**src/design/assert_macros.svh**
```systemverilog
// Assertion macros shared by the pair viscosity accumulator RTL.
// Depends on a clock named clk and an active-low reset named arst_n in scope.
`ifndef ASSERT_MACROS_SVH
`define ASSERT_MACROS_SVH

// Checked on every edge outside reset.
`define SPVA_ASSERT(label, prop, msg) \
	label: assert property (@(posedge clk) disable iff (!arst_n) prop) else $error(msg);

// Checked on every edge, reset included.
`define SPVA_ASSERT_ALWAYS(label, prop, msg) \
	label: assert property (@(posedge clk) prop) else $error(msg);

`endif

```
**src/design/spva_pkg.sv**
```systemverilog
// Shared types, constants and saturation helpers for the pair viscosity accumulator.
// No dependencies; imported by spva_iter_unit and the top level.
package spva_pkg;

	localparam int MAX_PARTICLES = 1024;
	localparam int DIMENSIONS    = 2;
	localparam int IDX_W         = $clog2(MAX_PARTICLES);
	localparam int DIM_W         = (DIMENSIONS > 1) ? $clog2(DIMENSIONS) : 1;
	localparam int Q_W           = 32;
	localparam int VEC_W         = 64;
	localparam int ACC_W         = 48;
	localparam int APB_AW        = 4;
	localparam int AU_N_W        = 64;
	localparam int AU_D_W        = 33;
	localparam int AU_REM_W      = 36;
	localparam int AU_CNT_W      = 7;
	localparam int DIV_STEPS     = 64;
	localparam int SQRT_STEPS    = 32;

	localparam logic [1:0] OP_LOAD  = 2'd0;
	localparam logic [1:0] OP_PAIR  = 2'd1;
	localparam logic [1:0] OP_DRAIN = 2'd2;

	localparam logic [1:0] REG_FLUID  = 2'd0;
	localparam logic [1:0] REG_SECOND = 2'd1;
	localparam logic [1:0] REG_SLIP   = 2'd2;

	localparam logic [2:0] CLS_IGNORED = 3'd0;
	localparam logic [2:0] CLS_FLUID   = 3'd1;
	localparam logic [2:0] CLS_SECOND  = 3'd2;
	localparam logic [2:0] CLS_WALL    = 3'd3;
	localparam logic [2:0] CLS_MIRROR  = 3'd4;

	localparam logic signed [31:0] Q_MAX = 32'sh7FFF_FFFF;
	localparam logic signed [31:0] Q_MIN = 32'sh8000_0000;

	typedef enum logic [5:0] {
		ST_CLEAR, ST_IDLE, ST_LOAD,
		PR_CHECK, PR_NU, PR_NU_W, PR_SQ_M, PR_SQ_A, PR_SQRT, PR_SQRT_W,
		PR_DW_M, PR_DW_D, PR_DW_W, PR_RT_D, PR_RT_W, PR_RT_M, PR_RT_A,
		PR_SN_M, PR_SN_A, PR_B_M, PR_B_A, PR_T_D, PR_T_W, PR_I_M, PR_I_A,
		PR_ACC_I, PR_ACC_JR, PR_ACC_J,
		DR_RD, DR_D, DR_W, DR_CLR, DR_OUT
	} state_t;

	typedef struct packed {
		logic start;
		logic sqrt;
	} au_req_t;

	typedef struct packed {
		logic busy;
		logic done;
	} au_stat_t;

	typedef struct packed {
		logic       ok;
		logic [2:0] ci;
		logic [2:0] cj;
	} cls_t;

	function automatic cls_t type_decode(logic [4:0] tp);
		cls_t       c;
		logic [4:0] base;
		c.ok = 1'b1;
		if (tp < 5'd5) c.ci = 3'd0;
		else if (tp < 5'd10) c.ci = 3'd1;
		else if (tp < 5'd15) c.ci = 3'd2;
		else if (tp < 5'd20) c.ci = 3'd3;
		else if (tp < 5'd25) c.ci = 3'd4;
		else begin
			c.ci = 3'd0;
			c.ok = 1'b0;
		end
		base = {c.ci, 2'b00} + {2'b00, c.ci};
		c.cj = 3'(tp - base);
		return c;
	endfunction

	function automatic logic signed [31:0] comp(logic [63:0] w, logic [DIM_W-1:0] l);
		return w[Q_W*int'(l) +: Q_W];
	endfunction

	function automatic logic [31:0] mag32(logic signed [31:0] v);
		return v[31] ? 32'(-v) : 32'(v);
	endfunction

	function automatic logic [31:0] usat32(logic [63:0] v);
		return (v[63:32] != 32'd0) ? 32'hFFFF_FFFF : v[31:0];
	endfunction

	// Signed result from a magnitude and a sign, saturated to 32 bits.
	function automatic logic signed [31:0] div_sat(logic [63:0] q, logic mz, logic neg);
		if (mz) return 32'sd0;
		if (neg) begin
			if (q > 64'd2147483648) return Q_MIN;
			return $signed(32'(32'd0 - q[31:0]));
		end
		if (q > 64'd2147483647) return Q_MAX;
		return $signed(q[31:0]);
	endfunction

	function automatic logic signed [31:0] sat32w(logic signed [35:0] v);
		if (v > 36'sd2147483647) return Q_MAX;
		if (v < -36'sd2147483648) return Q_MIN;
		return v[31:0];
	endfunction

	function automatic logic signed [47:0] acc_add(logic signed [47:0] a, logic signed [47:0] d);
		logic signed [48:0] s;
		s = {a[47], a} + {d[47], d};
		if (s[48] != s[47]) return s[48] ? {1'b1, 47'd0} : {1'b0, {47{1'b1}}};
		return s[47:0];
	endfunction

endpackage

```
**src/design/spva_iter_unit.sv**
```systemverilog
// Shared iterative unit: radix-2 restoring divider (64 by 33 bits) and
// bit-pair integer square root of a 64-bit value. Depends on spva_pkg.
module spva_iter_unit import spva_pkg::*; (
	input  logic                clk,
	input  logic                arst_n,
	input  au_req_t             req,
	input  logic [AU_N_W-1:0]   num,
	input  logic [AU_D_W-1:0]   den,
	output au_stat_t            stat,
	output logic [AU_N_W-1:0]   res
);

	logic [AU_CNT_W-1:0] cnt_q;
	logic                sqrt_q;
	logic                done_q;
	logic [AU_N_W-1:0]   num_q;
	logic [AU_D_W-1:0]   den_q;
	logic [AU_REM_W-1:0] rem_q;
	logic [AU_N_W-1:0]   quo_q;

	logic [AU_REM_W-1:0] div_sh, sq_sh, trial;
	logic                div_ge, sq_ge;

	always_comb begin
		div_sh = {rem_q[AU_REM_W-2:0], num_q[AU_N_W-1]};
		div_ge = div_sh >= AU_REM_W'(den_q);
		sq_sh  = {rem_q[AU_REM_W-3:0], num_q[AU_N_W-1 -: 2]};
		trial  = {quo_q[AU_REM_W-3:0], 2'b01};
		sq_ge  = sq_sh >= trial;
	end

	always_ff @(posedge clk or negedge arst_n) begin
		if (!arst_n) begin
			cnt_q  <= '0;
			sqrt_q <= 1'b0;
			done_q <= 1'b0;
		end else begin
			done_q <= 1'b0;
			if (req.start) begin
				cnt_q  <= req.sqrt ? AU_CNT_W'(SQRT_STEPS) : AU_CNT_W'(DIV_STEPS);
				sqrt_q <= req.sqrt;
			end else if (cnt_q != '0) begin
				cnt_q  <= cnt_q - 1'b1;
				done_q <= (cnt_q == AU_CNT_W'(1));
			end
		end
	end

	always_ff @(posedge clk) begin
		if (req.start) begin
			num_q <= num;
			den_q <= den;
			rem_q <= '0;
			quo_q <= '0;
		end else if (cnt_q != '0) begin
			if (sqrt_q) begin
				num_q <= {num_q[AU_N_W-3:0], 2'b00};
				rem_q <= sq_ge ? sq_sh - trial : sq_sh;
				quo_q <= {quo_q[AU_N_W-2:0], sq_ge};
			end else begin
				num_q <= {num_q[AU_N_W-2:0], 1'b0};
				rem_q <= div_ge ? div_sh - AU_REM_W'(den_q) : div_sh;
				quo_q <= {quo_q[AU_N_W-2:0], div_ge};
			end
		end
	end

	assign stat.busy = (cnt_q != '0);
	assign stat.done = done_q;
	assign res       = quo_q;

endmodule

```
**config.mk**
```make
export PLATFORM = sky130hd
export DESIGN_NAME = spva_iter_unit
export DESIGN_NICKNAME = d
export VERILOG_FILES = /design/src/design/assert_macros.svh /design/src/design/spva_pkg.sv /design/src/design/spva_iter_unit.sv
export SDC_FILE = /design/constraint.sdc
export NUM_CORES = 1
export LEC_CHECK = 0
export BUFFER_PORTS_ARGS = -buffer_cell sky130_fd_sc_hd__buf_4
export CAP_MARGIN = 20
export CORE_ASPECT_RATIO = 0.7
export CORE_UTILIZATION = 45
export DETAILED_ROUTE_END_ITERATION = 10
export PLACE_DENSITY_LB_ADDON = 0.3
export SYNTH_ARGS = -nofsm -noshare
export SYNTH_HDL_FRONTEND = slang
export SYNTH_SLANG_ARGS = --single-unit
```
**constraint.sdc**
```tcl
create_clock -name clk -period 2.71 [get_ports clk]
set_input_delay 0.271 -clock clk [delete_from_list [all_inputs] [get_ports clk]]
set_output_delay 0.271 -clock clk [all_outputs]
set_load 0.01 [all_outputs]
```
==> metrics list <==
* Result of the run: finished, violations left
* Violated checks: negative setup slack
* GPL Wtd Cong: 0.968
- Ratio of cells with drive above 1 in the final layout: 29.3%
- Initial core utilization: 46.4%
- Number of remaining DRC errors: 0
* Clock skew: 27.9 ps
* Min-Delay Path Class: in2reg
- Number of buffers inserted by port buffering: around 170
- Worst relative slew slack: 23.9%
- The detail route stage leaves a number of antenna-violating nets equal to 0.
- The synthesized design contains approximately 210 register bits.
* Vertical die dimension: ~140 um
- Endpoints failing hold: 0
- The number of antenna diodes in the final layout is 0.
* Worst path setup slack after routing: -347 ps
* Net switching fraction of the power: 41.3%
- At the pin with the least slew margin, the transition time is 1130 ps.
- Clock transition at the registers of the reported paths: approximately 60 ps
* Leakage power: 7.88 nW
* Switching power summed over all nets: 8.18 mW
- Post-route standard cell area excluding fillers: 18,200 um^2
* Cell area power density: 1090 nW/um^2
- The routed layout has 12,900 vias.
* Placed instance count: about 2,200
- Of the total synthesized cell area, the portion taken by XOR and XNOR cells is 3.76%.
* Minimum hold slack: 8.90 ps
* Logic gate share of total power: 61.1%
- Number of distinct library cells after synthesis: 80
* Count of max-cap constraint violations: 0
- In this run, flip-flops and latches consume 22.7% of the power.
* Final clock period utilization by the worst path: 113%
- Yosys warning total: 0
* Sequential fraction of the synthesis area: about 40%
- Num ports: about 170
- Internal power comes to 11.6 mW.
- Post-Synth Adder-Cell Area: ~7%
- TritonCTS clock tree: built
- Core area: 28,100 um^2
- The synthesized netlist devotes approximately 17% of its cell area to simple gates.
* Buffer levels on the longest clock path: 3
- Once detailed placement completed, the half-perimeter wirelength came to 29.5 mm.
- Count of standard-cell rows: 51
- Routed WL per cell: 17.7 um
* Dpl ws: -359 ps
* Via density per instance: around 5.6
- Clock latency on the worst-skew pair, taken at its later pin, is 540 ps.
- Worst Setup Path Type: reg2reg
- Combined area of all synthesized cells: 13,100 um^2
* Largest fanout on the critical path: 8
- In the synthesized netlist, the number of instances is approximately 1,500.
* # nets final: 2,095
- Fill cells in the final layout number 2,288.
- For this run, asynchronously set or reset flops after synthesis account for 4.39%.
- Portion of netlist area occupied by mux cells: 7.27%
* Setup repair after global routing missed its margin: yes
- Clock share of power: between 15 and 20%
* H-tree levels: 1
* Synthesized net count: 1,699
- Entering global routing, the biggest net connects 133 pins.
- First-pass DRT Iterations: 6
* Cts bufs inserted: 24
- CTS placed an instance of sky130_fd_sc_hd__clkbuf_16 at the clock tree root.
* Die extent in x: 206 um
* EDFF count, synth: 97
* Iteration-0 DRC Markers: ~1,300
* Data arrival, critical path: 3530 ps
- Maximum vdd drop: 0.595 mV
- Area added between synthesis and finish: 39.2%
- Complex-gate fraction of the synthesized area: 20.7%
* Final-report setup violation count: 36
* Tmin final: 3060 ps
* Number of sinks on the clock net: 205
* Kind of start point of the critical path: flip-flop
- In this run the cell area measured after placement is 16,400 um^2.
- Via count of the first global-routing pass: 12,000
- STA puts the critical path data required time at 3180 ps.
- The floorplan step defined a die boundary enclosing around 30,000 um^2.
- Global-route wire length before repair: 63.0 mm
* Nature of the critical path endpoint: flip-flop
- Highest attainable clock frequency: between 300 and 400 MHz
* Per-instance average area after synthesis: 8.56 um^2
- After detailed routing, the total wire length is 41.0 mm.
- Excluding fillers, the count of instances in the completed layout stands at 2,309.
- Dominant synthesized flop cell: sky130_fd_sc_hd__dfxtp_1
* Overall power: 19.8 mW
* Global router's overall resource usage: 26.7%
- The initial antenna violation count is 1.
- GR Overflow Total: 0
* Number of pins with negative max-slew slack in the final report: 0
- By area, the combinational part of the netlist is dominated by compound AO/OA/AOI/OAI gates.
[cell usage in the layout (no fill, tap or decap), drive strengths merged, types with 8 or more instances in the layout]
| master | instances |
|---|---|
| o21a | 9 |
| nand4 | 11 |
| o21ai | 120 |
| xor2 | 23 |
| clkbuf | 33 |
| o221ai | 18 |
| inv | 88 |
| dfrtp | 9 |
| a31oi | 18 |
| a211oi | 14 |
| a311oi | 10 |
| mux2i | 87 |
| nand3 | 28 |
| nand3b | 25 |
| xnor2 | 33 |
| a21oi | 154 |
| and3 | 10 |
| nor3 | 21 |
| a21o | 17 |
| ha | 71 |
| edfxtp | 97 |
| nor2b | 8 |
| buf | 419 |
| nand2 | 270 |
| o211ai | 8 |
| dfxtp | 99 |
| nor2 | 80 |
| o31ai | 10 |
| dlygate4sd3 | 37 |
[cell families (layout without fill, tap and decap cells)]
logic type,Yosys count,in the layout
and+or+nand+nor,489,489
AOI/OAI and AO/OA,433,433
DFF,205,205
buffers and inverters,177,589
muxes,94,94
adders and majority gates,72,72
xor gates and xnor gates,56,56
[metal layers]
metal	global-route usage, %	wire (um)
met4	5.46	595
met1	41.7	20000
met2	36.4	16400
met3	5.90	3940
met5	0	9
[timing repair]
item | in CTS | in global routing
hold endpoints to repair | 47 | 0
setup buffers | 7 | 6
pin swaps | 12 | 21
resized for setup | 49 | 51
hold buffers | 37 | 0
gates cloned | 4 | 0
setup endpoints to repair | 36 | 37
[power by group through the flow]
| stage | Clock (mW) | Combinational (mW) | Sequential (mW) |
|---|---|---|---|
| floorplan | 0 | 6.51 | 4.29 |
| detailed placement | 0 | 10.4 | 4.47 |
| CTS | 3.27 | 11.4 | 4.43 |
| global route | 3.38 | 12.9 | 4.54 |
| finish | 3.22 | 12.1 | 4.49 |
| global placement | 0 | 10.2 | 4.44 |
[flip-flops by register name, summed over array words and instances (netlist names)]
name	flops
num_q	64
den_q	33
rem_q	35
sqrt_q	1
res	64
done_q	1
cnt_q	7
[path summary, 6_finish.rpt]
check,from,to,slack (ps),cells after the start
setup / recovery,num_q[63],rem_q[17],-350,13
hold / removal,num[44],num_q[44],9,3
setup reg to reg,num_q[63],rem_q[17],-350,13
hold reg to reg,res[63],res[63],460,2
max in group asynchronous,arst_n,sqrt_q,2440,2
min in group asynchronous,arst_n,cnt_q[5],100,2
[through the flow]
stage,util [%],setup TNS [ps]
final,64.6,-9460
after global placement,58.2,-6090
after global routing,64.6,-13400
after detailed placement,58.2,-8460
after floorplan,-,-6720
after CTS,63.6,-9080
[layout make-up]
cell class | count | area (um^2) | share of cell area (%)
clock inverters | 10 | 111 | 0.613
flip-flops and latches | 205 | 5140 | 28.3
multi-input cells | 1144 | 7730 | 42.6
clock buffers | 32 | 652 | 3.59
well taps | 371 | 464 | 2.56
inverters | 88 | 330 | 1.82
repair buffers | 459 | 3740 | 20.6
[synth_stat cells (all sizes together) (28+ instances only)]
master / count / share of area [%]
o21ai: 120 / 4.6
xnor2: 33 / 2.2
inv: 88 / 2.5
ha: 71 / 6.8
a21oi: 154 / 6.0
mux2i: 87 / 6.7
nor2: 80 / 2.3
clkbuf: 68 / 2.0
nand3: 28 / 1.1
nand2: 270 / 7.8
dfxtp: 99 / 15
edfxtp: 97 / 22
[worst max-delay path: stages, from the launching register on]
cell and delay, ps:
sky130_fd_sc_hd__edfxtp_1 410, sky130_fd_sc_hd__inv_2 100, sky130_fd_sc_hd__ha_4 140, sky130_fd_sc_hd__fa_2 210, sky130_fd_sc_hd__nor2b_4 40, sky130_fd_sc_hd__o31a_1 250
sky130_fd_sc_hd__o311a_1 320, sky130_fd_sc_hd__o31a_1 280, sky130_fd_sc_hd__o31ai_4 300, sky130_fd_sc_hd__nand2_4 170, sky130_fd_sc_hd__buf_12 240, sky130_fd_sc_hd__mux2i_1 130
sky130_fd_sc_hd__mux2_2 290, sky130_fd_sc_hd__o21ai_2 120
Note: power is estimated with default switching activity, not from simulation.
